--- src/hw/rtl/wasi_pkg.sv ---
`default_nettype none

package wasi_pkg;

    // Width of the error marker register and of the valid count output
    localparam int MARKER_BITS = 16;
    localparam int COUNT_BITS  = 3;

    // Error marker after reset (most negative 16-bit value)
    localparam logic [MARKER_BITS-1:0] MARKER_RESET = 16'h8000;

    // Per-cycle control broadcast to every cell of the sample chain
    typedef struct packed {
        logic shift;   // load a new sample into the head, push the rest along
        logic rotate;  // move every entry one cell on, tail wraps to head
    } t_cell_ctl;

endpackage

`default_nettype wire

--- src/hw/rtl/wasi_if.sv ---
`default_nettype none

// Sample channel into the block
interface wasi_in_if #(
    parameter int SAMPLE_BITS = 16
);
    logic                          valid;
    logic                          ready;
    logic signed [SAMPLE_BITS-1:0] sample;

    modport source (output valid, output sample, input ready);
    modport sink   (input valid, input sample, output ready);
endinterface

// Result channel out of the block
interface wasi_out_if #(
    parameter int SAMPLE_BITS = 16
);
    import wasi_pkg::*;

    logic                          valid;
    logic                          ready;
    logic signed [SAMPLE_BITS-1:0] average;
    logic [COUNT_BITS-1:0]         valid_count;
    logic                          all_invalid;

    modport source (output valid, output average, output valid_count, output all_invalid,
                    input ready);
    modport sink   (input valid, input average, input valid_count, input all_invalid,
                    output ready);
endinterface

`default_nettype wire

--- src/hw/rtl/wasi_cell.sv ---
`default_nettype none

module wasi_cell #(
    parameter int SAMPLE_BITS = 16
) (
    input  wire                    i_clk,
    input  wire                    i_rst_n,
    input  wasi_pkg::t_cell_ctl    i_ctl,
    input  wire [SAMPLE_BITS-1:0]  i_data,
    input  wire                    i_occ,
    output logic [SAMPLE_BITS-1:0] o_data,
    output logic                   o_occ
);
    import wasi_pkg::*;

    logic [SAMPLE_BITS-1:0] r_data;
    logic                   r_occ;

    // Occupancy marks a cell that has received a sample since reset
    always_ff @(posedge i_clk) begin
        if (!i_rst_n) begin
            r_occ <= 1'b0;
        end else if (i_ctl.shift || i_ctl.rotate) begin
            r_occ <= i_occ;
        end
    end

    // Take the neighbor's sample whenever the chain moves
    always_ff @(posedge i_clk) begin
        if (i_ctl.shift || i_ctl.rotate) begin
            r_data <= i_data;
        end
    end

    assign o_data = r_data;
    assign o_occ  = r_occ;

endmodule

`default_nettype wire

--- src/hw/rtl/wasi_divider.sv ---
`default_nettype none

module wasi_divider #(
    parameter int DIVIDEND_BITS = 24,
    parameter int DIVISOR_BITS  = 3
) (
    input  wire                      i_clk,
    input  wire                      i_rst_n,
    input  wire                      i_start,
    input  wire [DIVIDEND_BITS-1:0]  i_dividend,
    input  wire [DIVISOR_BITS-1:0]   i_divisor,
    output logic                     o_done,
    output logic [DIVIDEND_BITS-1:0] o_quotient
);
    // Quotient bits resolved per cycle
    localparam int STEP   = 4;
    localparam int ROUNDS = (DIVIDEND_BITS + STEP - 1) / STEP;
    localparam int CNTW   = $clog2(ROUNDS + 1);
    // Dividend padded with leading zeros to a whole number of rounds
    localparam int PADW   = ROUNDS * STEP;

    logic [CNTW-1:0]          r_cnt;
    logic                     r_done;
    logic [PADW-1:0]          r_quo;
    logic [DIVISOR_BITS-1:0]  r_rem;
    logic [PADW-1:0]          n_quo;
    logic [DIVISOR_BITS-1:0]  n_rem;

    // Restoring division, STEP bits per round
    always_comb begin
        logic [DIVISOR_BITS:0] sh;
        sh    = '0;
        n_quo = r_quo;
        n_rem = r_rem;
        for (int k = 0; k < STEP; k++) begin
            sh    = {n_rem, n_quo[PADW-1]};
            n_quo = {n_quo[PADW-2:0], 1'b0};
            if (sh >= {1'b0, i_divisor}) begin
                sh       = sh - {1'b0, i_divisor};
                n_quo[0] = 1'b1;
            end
            n_rem = sh[DIVISOR_BITS-1:0];
        end
    end

    // Round counter and done pulse
    always_ff @(posedge i_clk) begin
        if (!i_rst_n) begin
            r_cnt  <= '0;
            r_done <= 1'b0;
        end else if (i_start) begin
            r_cnt  <= CNTW'(ROUNDS);
            r_done <= 1'b0;
        end else begin
            r_done <= (r_cnt == CNTW'(1));
            if (r_cnt != '0) begin
                r_cnt <= r_cnt - CNTW'(1);
            end
        end
    end

    // Dividend shifts out at the top while quotient bits enter at the bottom
    always_ff @(posedge i_clk) begin
        if (i_start) begin
            r_quo <= PADW'(i_dividend);
            r_rem <= '0;
        end else if (r_cnt != '0) begin
            r_quo <= n_quo;
            r_rem <= n_rem;
        end
    end

    assign o_done     = r_done;
    assign o_quotient = r_quo[DIVIDEND_BITS-1:0];

endmodule

`default_nettype wire

--- src/hw/rtl/windowed_average_skip_invalid.sv ---
`default_nettype none

// Windowed average that skips failed readings. Each transfer on i_in stores one
// signed sample in a chain of WINDOW cells (the oldest drops off the end once the
// chain is full) and produces one result on o_out: the mean of the stored samples
// that differ from the error marker, rounded to nearest with ties away from zero,
// plus the count of such samples. When no stored sample is valid the average is
// the marker and all_invalid is high. The marker is to be written by the user
// through i_cfg_we / i_cfg_data only while the block is idle; the block itself
// does not enforce this. The marker resets to -32768. Samples are handled one at
// a time: after a transfer the chain rotates once through the accumulator, then a
// radix-16 divider runs unless every stored sample is invalid, and the result is
// loaded into the output register. The next sample is taken while the previous
// result still waits in the output register.
module windowed_average_skip_invalid #(
    parameter int WINDOW      = 6,
    parameter int SAMPLE_BITS = 16
) (
    input  wire                              i_clk,
    input  wire                              i_rst_n,
    wasi_in_if.sink                          i_in,
    wasi_out_if.source                       o_out,
    input  wire                              i_cfg_we,
    input  wire [wasi_pkg::MARKER_BITS-1:0]  i_cfg_data
);
    import wasi_pkg::*;

    localparam int CNTW   = $clog2(WINDOW + 1);
    localparam int STEPW  = (WINDOW > 2) ? $clog2(WINDOW) : 1;
    localparam int SUMW   = SAMPLE_BITS + $clog2(WINDOW);
    localparam int DIVW   = SUMW + 1;
    localparam int EXTW   = (SAMPLE_BITS > MARKER_BITS) ? SAMPLE_BITS : MARKER_BITS;

    typedef enum logic [2:0] {
        S_IDLE,
        S_SUM,
        S_PREP,
        S_DIV,
        S_OUT
    } t_state;

    t_state                        r_state, n_state;
    logic [STEPW-1:0]              r_step, n_step;
    logic signed [SUMW-1:0]        r_sum, n_sum;
    logic [CNTW-1:0]               r_count, n_count;
    logic [SAMPLE_BITS-1:0]        r_avg, n_avg;
    logic                          r_out_valid, n_out_valid;
    logic [SAMPLE_BITS-1:0]        r_out_avg, n_out_avg;
    logic [COUNT_BITS-1:0]         r_out_cnt, n_out_cnt;
    logic                          r_out_none, n_out_none;
    logic [MARKER_BITS-1:0]        r_marker;

    t_cell_ctl                     w_ctl;
    logic [SAMPLE_BITS-1:0]        w_data [WINDOW];
    logic                          w_occ  [WINDOW];
    logic [SAMPLE_BITS-1:0]        w_head_data;
    logic                          w_head_occ;
    logic [EXTW-1:0]               w_marker_ext;
    logic [SAMPLE_BITS-1:0]        w_marker;
    logic                          w_good;
    logic [SUMW-1:0]               w_mag;
    logic [DIVW-1:0]               w_dividend;
    logic                          w_div_start;
    logic                          w_div_done;
    logic [DIVW-1:0]               w_quotient;
    logic [SAMPLE_BITS-1:0]        w_q;
    logic                          w_accept;

    // Hold the error marker
    always_ff @(posedge i_clk) begin
        if (!i_rst_n) begin
            r_marker <= MARKER_RESET;
        end else if (i_cfg_we) begin
            r_marker <= i_cfg_data;
        end
    end

    // Marker seen at sample width: sign-extend, then cut
    assign w_marker_ext = EXTW'(signed'(r_marker));
    assign w_marker     = w_marker_ext[SAMPLE_BITS-1:0];

    assign w_accept = i_in.valid && i_in.ready;

    // Chain control: new sample at the head on transfer, wrap the tail while summing
    assign w_ctl.shift  = w_accept;
    assign w_ctl.rotate = (r_state == S_SUM);
    assign w_head_data  = w_ctl.shift ? i_in.sample : w_data[WINDOW-1];
    assign w_head_occ   = w_ctl.shift ? 1'b1        : w_occ[WINDOW-1];

    // Row of sample cells
    for (genvar g = 0; g < WINDOW; g++) begin : g_cell
        if (g == 0) begin : g_head
            wasi_cell #(.SAMPLE_BITS(SAMPLE_BITS)) u_cell (
                .i_clk   (i_clk),
                .i_rst_n (i_rst_n),
                .i_ctl   (w_ctl),
                .i_data  (w_head_data),
                .i_occ   (w_head_occ),
                .o_data  (w_data[g]),
                .o_occ   (w_occ[g])
            );
        end else begin : g_body
            wasi_cell #(.SAMPLE_BITS(SAMPLE_BITS)) u_cell (
                .i_clk   (i_clk),
                .i_rst_n (i_rst_n),
                .i_ctl   (w_ctl),
                .i_data  (w_data[g-1]),
                .i_occ   (w_occ[g-1]),
                .o_data  (w_data[g]),
                .o_occ   (w_occ[g])
            );
        end
    end

    // Tail entry counts when it holds a sample other than the marker
    assign w_good = w_occ[WINDOW-1] && (w_data[WINDOW-1] != w_marker);

    // Rounded magnitude: |sum| + count/2, divided by count
    assign w_mag       = r_sum[SUMW-1] ? SUMW'(-r_sum) : SUMW'(r_sum);
    assign w_dividend  = DIVW'(w_mag) + DIVW'(r_count >> 1);
    assign w_div_start = (r_state == S_PREP) && (r_count != '0);

    wasi_divider #(
        .DIVIDEND_BITS (DIVW),
        .DIVISOR_BITS  (CNTW)
    ) u_div (
        .i_clk      (i_clk),
        .i_rst_n    (i_rst_n),
        .i_start    (w_div_start),
        .i_dividend (w_dividend),
        .i_divisor  (r_count),
        .o_done     (w_div_done),
        .o_quotient (w_quotient)
    );

    assign w_q = w_quotient[SAMPLE_BITS-1:0];

    // Sequencer next state
    always_comb begin
        n_state     = r_state;
        n_step      = r_step;
        n_sum       = r_sum;
        n_count     = r_count;
        n_avg       = r_avg;
        n_out_valid = r_out_valid;
        n_out_avg   = r_out_avg;
        n_out_cnt   = r_out_cnt;
        n_out_none  = r_out_none;

        // Drop the held result once taken
        if (o_out.ready) begin
            n_out_valid = 1'b0;
        end

        unique case (r_state)
            S_IDLE: begin
                if (w_accept) begin
                    n_sum   = '0;
                    n_count = '0;
                    n_step  = STEPW'(WINDOW - 1);
                    n_state = S_SUM;
                end
            end
            S_SUM: begin
                // Accumulate the tail entry as the chain turns
                if (w_good) begin
                    n_sum   = r_sum + SUMW'(signed'(w_data[WINDOW-1]));
                    n_count = r_count + CNTW'(1);
                end
                if (r_step == '0) begin
                    n_state = S_PREP;
                end else begin
                    n_step = r_step - STEPW'(1);
                end
            end
            S_PREP: begin
                if (r_count == '0) begin
                    n_avg   = w_marker;
                    n_state = S_OUT;
                end else begin
                    n_state = S_DIV;
                end
            end
            S_DIV: begin
                if (w_div_done) begin
                    n_avg   = r_sum[SUMW-1] ? SAMPLE_BITS'(-w_q) : w_q;
                    n_state = S_OUT;
                end
            end
            S_OUT: begin
                // Load the output register when it is free
                if (!r_out_valid || o_out.ready) begin
                    n_out_valid = 1'b1;
                    n_out_avg   = r_avg;
                    n_out_cnt   = COUNT_BITS'(r_count);
                    n_out_none  = (r_count == '0);
                    n_state     = S_IDLE;
                end
            end
            default: begin
                n_state = S_IDLE;
            end
        endcase
    end

    // State and registered outputs
    always_ff @(posedge i_clk) begin
        if (!i_rst_n) begin
            r_state     <= S_IDLE;
            r_out_valid <= 1'b0;
        end else begin
            r_state     <= n_state;
            r_out_valid <= n_out_valid;
        end
        r_step     <= n_step;
        r_sum      <= n_sum;
        r_count    <= n_count;
        r_avg      <= n_avg;
        r_out_avg  <= n_out_avg;
        r_out_cnt  <= n_out_cnt;
        r_out_none <= n_out_none;
    end

    assign i_in.ready        = (r_state == S_IDLE);
    assign o_out.valid       = r_out_valid;
    assign o_out.average     = r_out_avg;
    assign o_out.valid_count = r_out_cnt;
    assign o_out.all_invalid = r_out_none;

endmodule

`default_nettype wire
--- src/flat_wrapper.sv ---
// flat-port wrapper written by rule: the top's interface ports become plain ports
module windowed_average_skip_invalid_flat import wasi_pkg::*;
#(
    parameter int WINDOW      = 6,
    parameter int SAMPLE_BITS = 16
)
  (i_clk, i_rst_n, i_cfg_we, i_cfg_data, i_in_valid, i_in_sample, i_in_ready, o_out_valid, o_out_average, o_out_valid_count, o_out_all_invalid, o_out_ready);
  wasi_in_if #(.SAMPLE_BITS(SAMPLE_BITS)) i_in_i ();
  wasi_out_if #(.SAMPLE_BITS(SAMPLE_BITS)) o_out_i ();
  input  wire i_clk;
  input  wire i_rst_n;
  input  wire i_cfg_we;
  input  wire [wasi_pkg::MARKER_BITS-1:0] i_cfg_data;
  input wire logic [$bits(i_in_i.valid)-1:0] i_in_valid;
  input wire logic [$bits(i_in_i.sample)-1:0] i_in_sample;
  output wire logic [$bits(i_in_i.ready)-1:0] i_in_ready;
  output wire logic [$bits(o_out_i.valid)-1:0] o_out_valid;
  output wire logic [$bits(o_out_i.average)-1:0] o_out_average;
  output wire logic [$bits(o_out_i.valid_count)-1:0] o_out_valid_count;
  output wire logic [$bits(o_out_i.all_invalid)-1:0] o_out_all_invalid;
  input wire logic [$bits(o_out_i.ready)-1:0] o_out_ready;
  assign i_in_i.valid = i_in_valid;
  assign i_in_i.sample = i_in_sample;
  assign i_in_ready = i_in_i.ready;
  assign o_out_valid = o_out_i.valid;
  assign o_out_average = o_out_i.average;
  assign o_out_valid_count = o_out_i.valid_count;
  assign o_out_all_invalid = o_out_i.all_invalid;
  assign o_out_i.ready = o_out_ready;
  windowed_average_skip_invalid #(.WINDOW(WINDOW), .SAMPLE_BITS(SAMPLE_BITS)) u_core (.i_clk(i_clk), .i_rst_n(i_rst_n), .i_in(i_in_i), .o_out(o_out_i), .i_cfg_we(i_cfg_we), .i_cfg_data(i_cfg_data));
endmodule
--- config.mk ---
export PLATFORM = sky130hd
export DESIGN_NAME = windowed_average_skip_invalid_flat
export DESIGN_NICKNAME = d
export VERILOG_FILES = /design/src/hw/rtl/wasi_pkg.sv /design/src/hw/rtl/wasi_if.sv /design/src/hw/rtl/wasi_cell.sv /design/src/hw/rtl/wasi_divider.sv /design/src/hw/rtl/windowed_average_skip_invalid.sv /design/src/flat_wrapper.sv
export SDC_FILE = /design/constraint.sdc
export NUM_CORES = 1
export LEC_CHECK = 0
export BUFFER_PORTS_ARGS = -buffer_cell sky130_fd_sc_hd__buf_2
export CORE_UTILIZATION = 65
export CTS_CLUSTER_SIZE = 12
export DETAILED_ROUTE_END_ITERATION = 12
export PLACE_DENSITY = 0.84
export SETUP_SLACK_MARGIN = 0.05
export SLEW_MARGIN = 20
export SYNTH_ARGS = -nofsm -noshare
export SYNTH_HDL_FRONTEND = slang
export SYNTH_SLANG_ARGS = --single-unit
--- constraint.sdc ---
create_clock -name i_clk -period 9.64 [get_ports i_clk]
set_input_delay 1.446 -clock i_clk [delete_from_list [all_inputs] [get_ports i_clk]]
set_output_delay 1.446 -clock i_clk [all_outputs]
set_load 0.01 [all_outputs]
==> results by group, run 1 <==
Worst setup path
  – Worst path most repeated cell: a21oi_1
  – CP required: around 10 ns
  – CP peak stage delay: between 0.5 and 0.6 ns
  – Reg-to-reg slack, setup: around 2.9 ns
  – CP top delay family: multiplexers
  – Crit Path Max Fanout: 7
  – Critical path launch point type: flip-flop
  – Buf+Inv Stages, Crit Path: 3
  – Worst setup path class: reg -> reg
  – Critical path's slowest cell: fa_1
  – Worst EP arrival: 7.14 ns
  – Worst setup EP type: flip-flop

Pwr
  – Sw Ratio: 38.5%
  – Power per Cell Area: 393 mW/mm^2
  – Internal: 2.76 mW
  – Clock Power Share: 18.0%
  – Reg power frac: 40.5%
  – Net Switching: 1.73 mW
  – Combinational share of power: 41.5%
  – Pleak: 4.34 nW
  – VDD IR max: between 200 and 250 uV

Timing
  – Final hold vios: 0
  – Tmin final: 6.71 ns
  – Final clock period utilization by the worst path: a little under 70%
  – Total negative slack: 0 ns
  – Final setup vio count: 0
  – Rel. slew slack: 32.4%
  – Final-report max-slew violation count: 0
  – Skew final: 0.0133 ns
  – RSZ-0062 raised after global routing: no
  – Fmax: 0.149 GHz
  – Worst-Margin Slew: 1.01 ns

Placement
  – Placed Area: 0.0107 sq mm
  – Buffers on Ports: 58
  – Detail Placement HPWL: roughly 15000 microns
  – Final Wtd Congestion: 0.914

Logic synthesis
  – Top post-synthesis cells by area: edfxtp_1, dfxtp_1, ha_1, nand2_1, xnor2_1
  – Synth unique cells: 66
  – Post-synth EDFFs: about 180
  – Mapped cell area: 0.0102 sq mm
  – Synth Net Count: 961
  – Syn Area/Cell: 11.7 sq um
  – Most used DFF post-synth: edfxtp_1
  – Seq/Total Area, Yosys: around three fifths
  – FFs w/ async S/R, synth: 0%
  – Yosys reg bits: 210
  – Syn. warnings: 0
  – Area share of the largest cell type after synthesis: 52.0%
  – Cells after synthesis: approximately 880
  – Synth area leader: edfxtp_1

GRT
  – Vias in the first global route: ~6.5k
  – Gr usage total: 26.5%
  – Initial antenna violation count: 0
  – Largest net degree at the start of global routing: 64
  – Grt total ovfl: 0
  – First-pass GRT wire length: 33200 microns

Die
  – Starting Density: approximately 67%
  – # IOs: approximately 60
  – Die area: 0.0162 sq mm
  – Die Width: 127 microns
  – Die H: 127 microns
  – Core Area: 0.0153 sq mm
  – FP Rows: 45

Cells and area
  – Nets: 1018
  – Footprint of the multi-input gates: between 0.004 and 0.005 sq mm
  – Layout cells sized above 1: 11.6%
  – Reg area: 0.00598 sq mm
  – Final instance area: between 0.01 and 0.015 sq mm
  – Syn-to-layout area delta: 11.6%
  – Fillers: 1013
  – ANT cells: 0

Hold path
  – Hold Crit Class: reg -> reg

Routing
  – Initial DRC count: 569
  – Wire per inst: 18.0 microns
  – Vias: 6850
  – Drt drc: 0
  – Final WL: 20900 microns
  – Vias/cell: 5.90
  – Post-route antenna net violation count: 0
  – First-pass detailed-route iteration total: 6

CTS
  – H-Tree Depth: 1
  – CTS tree: built
  – Clk sinks: 210
  – CTS Buf Count: 22
  – Bufs on Longest Clock Path: 3
  – Post-cts resize count: 0
  – Clock Tree Root: clkbuf_16
  – CTS Hold Bufs: 0
  – # Post-CTS Setup Buffers: 0
  – Clock slew at reported path FFs: 0.06 ns
  – Worst-Skew Late Latency: 0.50 ns

Run
  – Max-cap violations: 0

Outcome
  – Outcome: completed
Yosys cell counts, types with 3 or more instances:
library cell / count
a211oi_1: 8
a21boi_0: 4
a21o_1: 8
a21oi_1: 33
a311oi_1: 3
a31oi_1: 5
and2_1: 5
and3_1: 4
buf_1: 4
clkbuf_1: 26
dfxtp_1: 33
edfxtp_1: 177
fa_1: 6
ha_1: 41
inv_1: 29
mux2_2: 3
mux2i_1: 25
nand2_1: 130
nand2b_1: 10
nand3_1: 10
nand4_1: 11
nor2_1: 64
nor2b_1: 6
nor3_1: 15
nor3b_1: 7
nor4_1: 6
o2111ai_1: 4
o211ai_1: 3
o21a_1: 9
o21ai_0: 43
o21ai_1: 8
o31ai_1: 11
o41ai_1: 6
or3_1: 7
or4_1: 3
xnor2_1: 43
xor2_1: 31
placed cells by master, fill, tap and decap left out, drive strengths merged, types with 3 or more instances in the layout:
cell	count
a211oi	9
a21boi	4
a21o	8
a21oi	34
a311oi	3
a31oi	5
and2	5
and3	4
buf	64
clkbuf	38
clkinv	4
dfxtp	33
edfxtp	177
fa	6
ha	41
inv	28
mux2	4
mux2i	25
nand2	130
nand2b	10
nand3	11
nand4	11
nor2	64
nor2b	6
nor3	15
nor3b	7
nor4	6
o2111ai	4
o211ai	3
o21a	9
o21ai	51
o31ai	11
o41ai	6
or3	7
or4	4
xnor2	43
xor2	31
flip-flops by register name, summed over array words and instances, names as in the netlist, 3 cells and up:
register	flops
u_core.o_out.valid_count	3
u_core.r_state	3
u_core.r_sum	19
u_core.r_avg	16
u_core.u_div.r_cnt	3
u_core.r_count	3
u_core.g_cell.g_body.u_cell.o_data	80
u_core.u_div.o_quotient	20
u_core.r_step	3
u_core.o_out.average	16
u_core.g_cell.g_head.u_cell.o_data	16
u_core.g_cell.g_body.u_cell.o_occ	5
u_core.u_div.r_rem	3
u_core.r_marker	16
final cells by class:
cell class / instances / share of cell area [%]
clock inverter: 2 / 0.307
sequential: 210 / 52.4
multi-input combinational: 605 / 35.2
clock buffer: 38 / 5.80
inverter: 31 / 1.03
tap: 211 / 2.31
timing repair buffer: 64 / 2.94
power groups by stage:
stage	combinational (mW)	sequential [mW]	clock, mW
global route	2.10	1.85	0.852
detailed placement	1.84	1.82	0
global placement	1.78	1.81	0
finish	1.86	1.82	0.806
CTS	1.86	1.81	0.820
floorplan	1.49	1.70	0
per-layer routing:
| layer | routed length [microns] | GRT usage (%) | vias up |
|---|---|---|---|
| met4 | 911 | 11.7 | 0 |
| met5 | 0 | 0 | - |
| met3 | 1280 | 4.61 | 61 |
| met1 | 8870 | 34.6 | 3245 |
| met2 | 9830 | 43.9 | 232 |
| li1 | - | - | 3312 |
final timing paths:
kind                     startpoint                      end  cells after the start
setup / recovery  u_core.r_count[1]    u_core.u_div.r_rem[0]                     25
hold / removal      u_core.r_avg[6]  u_core.o_out.average[6]                      0
setup reg to reg  u_core.r_count[1]    u_core.u_div.r_rem[0]                     25
hold reg to reg     u_core.r_avg[6]  u_core.o_out.average[6]                      0
logic make-up (layout without fill, tap and decap cells):
kind of cell / Yosys count / after routing / synth area share (%)
mux: 29 / 29 / 2.89
fa+ha+maj: 47 / 47 / 6.19
compound gates: 165 / 165 / 10.8
flops: 210 / 210 / 58.4
xor+xnor: 74 / 74 / 6.34
simple gates: 290 / 290 / 13.1
buf+inv: 62 / 135 / 2.29
stage by stage:
step	util (%)	setup slack [ns]	power, mW	hold WS (ns)	cells
after detailed placement	70.2	2.93	3.66	0.405	1121
after floorplan	-	3.64	3.19	0.400	877
after global placement	70.2	3.07	3.59	0.400	1121
after CTS	74.8	2.95	4.49	0.417	1161
final	74.8	2.93	4.49	0.415	1161
after global routing	74.8	2.39	4.80	0.418	1161
No activity file was read; power rests on OpenSTA's default activity.
==> inputs of run 2 (changes only) <==
--- a/config.mk
+++ b/config.mk
@@ -5,11 +5,12 @@
 export SDC_FILE = /design/constraint.sdc
 export NUM_CORES = 1
 export LEC_CHECK = 0
+export ABC_AREA = 1
 export BUFFER_PORTS_ARGS = -buffer_cell sky130_fd_sc_hd__buf_2
-export CORE_UTILIZATION = 65
+export CORE_UTILIZATION = 55
 export CTS_CLUSTER_SIZE = 12
 export DETAILED_ROUTE_END_ITERATION = 12
-export PLACE_DENSITY = 0.84
+export PLACE_DENSITY = 0.76
 export SETUP_SLACK_MARGIN = 0.05
 export SLEW_MARGIN = 20
 export SYNTH_ARGS = -nofsm -noshare
==> constraint.sdc (replaced) <==
create_clock -name i_clk -period 5.8 [get_ports i_clk]
set_input_delay 0.87 -clock i_clk [delete_from_list [all_inputs] [get_ports i_clk]]
set_output_delay 0.87 -clock i_clk [all_outputs]
set_load 0.01 [all_outputs]
==> run 2 against run 1 <==
Compared with the run above:
- sequential share of layout area shrank 1.8 points
- final cell count is 21% higher
- non-clock buffer count is 4 higher
- synthesized cell count grew 23%
- clock-buffer cell count shrank 2
- die area increased by 21%
- register-to-register slack worse by 2.4 ns
- routed wire length increased by 7.2%
- final area is 3.5% higher
- critical path type unchanged
==> results by group, run 2 <==
Logic synthesis
  – Area share of the largest cell type after synthesis: 50.5% (was 52.0%)
  – Mux share of post-synthesis cell area: 0% (was 2.89%)
  – Synth unique cells: 45 (was 66)
  – Top post-synthesis cells by area: edfxtp_1, nand2_1, dfxtp_1, ha_1, inv_1 (was edfxtp_1, dfxtp_1, ha_1, nand2_1, xnor2_1)
  – Synth Area in Adders: 6.01% (was 6.19%)
  – Syn. warnings: 0 (unchanged)
  – Synth area leader: edfxtp_1 (unchanged)
  – Largest family of logic cells by synthesized area: simple AND/OR/NAND/NOR gates (unchanged)
  – Post-synth EDFFs: 177 (unchanged)
  – Most frequent cell after synthesis: nand2_1 (was edfxtp_1)
  – Mapped cell area: 0.0105 sq mm (was 0.0102 sq mm)
  – Yosys reg bits: 210 (unchanged)
  – Syn Area/Cell: 9.75 sq um (was 11.7 sq um)
  – Most used DFF post-synth: edfxtp_1 (unchanged)
  – Synth Net Count: 1165 (was 961)
  – Area share of xor/xnor cells in the synthesized design: 2.99% (was 6.34%)
  – Top cells by count, synth: nand2_1, edfxtp_1, inv_1, nor2_1, o21ai_0 (was edfxtp_1, nand2_1, nor2_1, o21ai_0, xnor2_1)
  – Compound-cell area share of the yosys netlist: 8.91% (was 10.8%)
  – FFs w/ async S/R, synth: 0% (unchanged)
  – Cells after synthesis: 1081 (was 877)
  – Seq/Total Area, Yosys: 56.7% (was 58.4%)
  – Synth Area in Simple Gates: 20.0% (was 13.1%)

CTS
  – Bufs on Longest Clock Path: 3 (unchanged)
  – Clk sinks: 210 (unchanged)
  – CTS Buf Count: 23 (was 22)
  – Clock Tree Root: clkbuf_16 (unchanged)
  – Clock slew at reported path FFs: 0.06 ns (about the same)
  – Worst-Skew Late Latency: 0.50 ns (about the same)
  – H-Tree Depth: 1 (unchanged)
  – CTS tree: built (unchanged)

Routing
  – Drt drc: 0 (unchanged)
  – Wire per inst: 16.0 microns (was 18.0 microns)
  – Post-route antenna net violation count: 0 (unchanged)
  – Final WL: 22400 microns (was 20900 microns)
  – First-pass detailed-route iteration total: 5 (was 6)
  – Vias/cell: 5.45 (was 5.90)
  – Initial DRC count: 420 (was 569)
  – Vias: 7638 (was 6850)

Timing
  – Final hold slack: 0.406 ns (was 0.415 ns)
  – Final hold vios: 0 (unchanged)
  – RSZ-0062 raised after global routing: no (unchanged)
  – Total negative slack: 0 ns (unchanged)
  – Final-report max-slew violation count: 0 (unchanged)
  – Final clock period utilization by the worst path: 91.3% (was 69.6%)
  – Tmin final: 5.30 ns (was 6.71 ns)
  – Skew final: 0.0190 ns (was 0.0133 ns)
  – Rel. slew slack: 26.5% (was 32.4%)
  – Final setup vio count: 0 (unchanged)
  – Fmax: 0.189 GHz (was 0.149 GHz)
  – Worst-Margin Slew: 1.10 ns (was 1.01 ns)

Run
  – Max-cap violations: 0 (unchanged)

Hold path
  – Worst Hold Launch: u_core.g_cell[4].g_body.u_cell.o_data[8] (was u_core.r_avg[6])
  – Hold Crit Class: reg -> reg (unchanged)

Die
  – Core Area: 0.0188 sq mm (was 0.0153 sq mm)
  – Starting Density: 56.1% (was 67.0%)
  – Die area: 0.0197 sq mm (was 0.0162 sq mm)
  – # IOs: 59 (unchanged)
  – Die H: 140 microns (was 127 microns)
  – Die Width: 140 microns (was 127 microns)
  – FP Rows: 50 (was 45)

Worst setup path
  – Crit Path Max Fanout: 8 (was 7)
  – Reg-to-reg slack, setup: 0.50 ns (was 2.93 ns)
  – Critical path launch point type: flip-flop (unchanged)
  – R2R depth: 29 (was 25)
  – CP peak stage delay: 0.53 ns (was 0.51 ns)
  – Worst setup path class: reg -> reg (unchanged)
  – Critical Path End: u_core.u_div.o_quotient[0] (was u_core.u_div.r_rem[0])
  – Worst setup EP type: flip-flop (unchanged)
  – Crit path launch: u_core.r_count[0] (was u_core.r_count[1])
  – CP required: 6.05 ns (was 10.07 ns)
  – Critical path's slowest cell: edfxtp_1 (was fa_1)
  – Reg-to-reg critical path endpoint: u_core.u_div.o_quotient[0] (was u_core.u_div.r_rem[0])
  – Reg2reg start: u_core.r_count[0] (was u_core.r_count[1])
  – Worst EP arrival: 5.55 ns (was 7.14 ns)

Cells and area
  – Commonest cells after routing, fill and taps aside: nand2_1, edfxtp_1, inv_1 (was edfxtp_1, nand2_1, nor2_1)
  – Max reg flops: 80 (unchanged)
  – Layout cells sized above 1: 14.0% (was 11.6%)
  – Syn-to-layout area delta: 12.1% (was 11.6%)
  – ANT cells: 0 (unchanged)
  – Nets: 1236 (was 1018)
  – Most common cell after layout, fill and taps aside: nand2_1 (was edfxtp_1)

Placement
  – Detail Placement HPWL: 16400 microns (was 14600 microns)
  – Final Wtd Congestion: 0.901 (was 0.914)
  – Buffers on Ports: 58 (unchanged)

Outcome
  – Outcome: completed (unchanged)

GRT
  – Gr usage total: 23.2% (was 26.5%)
  – Vias in the first global route: 7031 (was 6530)
  – Initial antenna violation count: 0 (unchanged)
  – Grt total ovfl: 0 (unchanged)
  – First-pass GRT wire length: 35500 microns (was 33200 microns)
  – Largest net degree at the start of global routing: 63 (was 64)
run 2: metrics by stage:
stage               cells  utilization [%]  cell area (sq um)  setup WS (ns)
finish               1402             62.9              11800          0.503
global route         1402             62.9              11800         0.0725
CTS                  1397             62.7              11800          0.468
detailed placement   1356             58.9              11100          0.498
global placement     1356             58.9              11100          0.582
floorplan            1081                -              10500           1.10
run 2: worst min path at each step:
| stage | to | slack [ns] | cells after the start |
|---|---|---|---|
| final | u_core.g_cell[5].g_body.u_cell.o_data[8] | 0.41 | 0 |
| after global routing | u_core.g_cell[2].g_body.u_cell.o_data[3] | 0.42 | 0 |
| after CTS | u_core.g_cell[5].g_body.u_cell.o_data[8] | 0.40 | 0 |
| after detailed placement | u_core.g_cell[2].g_body.u_cell.o_data[15] | 0.40 | 0 |
| after global placement | u_core.g_cell[1].g_body.u_cell.o_data[7] | 0.40 | 0 |
| after floorplan | u_core.g_cell[1].g_body.u_cell.o_data[0] | 0.40 | 0 |
run 2: cell type report:
type	count	area, sq um
clock inverter	5	23.8
multi-input combinational	725	4000
sequential	210	5980
tap	234	293
inverter	124	470
timing repair buffer	68	365
clock buffer	36	686
fill	1515	6950
run 2: routing by layer:
layer	vias up	part of all wire, %	GRT usage [%]	routed length, microns
met2	205	48	39.8	10700
met1	3590	44	30.2	9970
met5	-	0	0	0
met3	47	4.4	3.35	991
met4	0	3.2	7.87	711
li1	3796	-	-	-
run 2: timing repair:
action	CTS	global route
buffers inserted	0	5
resized for setup	0	1
endpoints found under the setup margin	0	4
hold buffers	0	0
run 2: kinds of logic after synthesis:
family | count (synthesis)
compound gates | 175
xor+xnor | 36
fa+ha+maj | 47
buf+inv | 146
flops | 210
simple gates | 467
run 2: worst max-delay path, delay by kind of cell (launching register included):
kind | cells | cell delay, ns
buf+inv | 6 | 0.50
simple gates | 12 | 1.09
compound gates | 6 | 1.19
flops | 1 | 0.53
fa+ha+maj | 5 | 1.75
Power of run 2 is left out: the tool's default activity adds up to more than one toggle a clock period on the data nets, which glitch-free logic cannot reach.
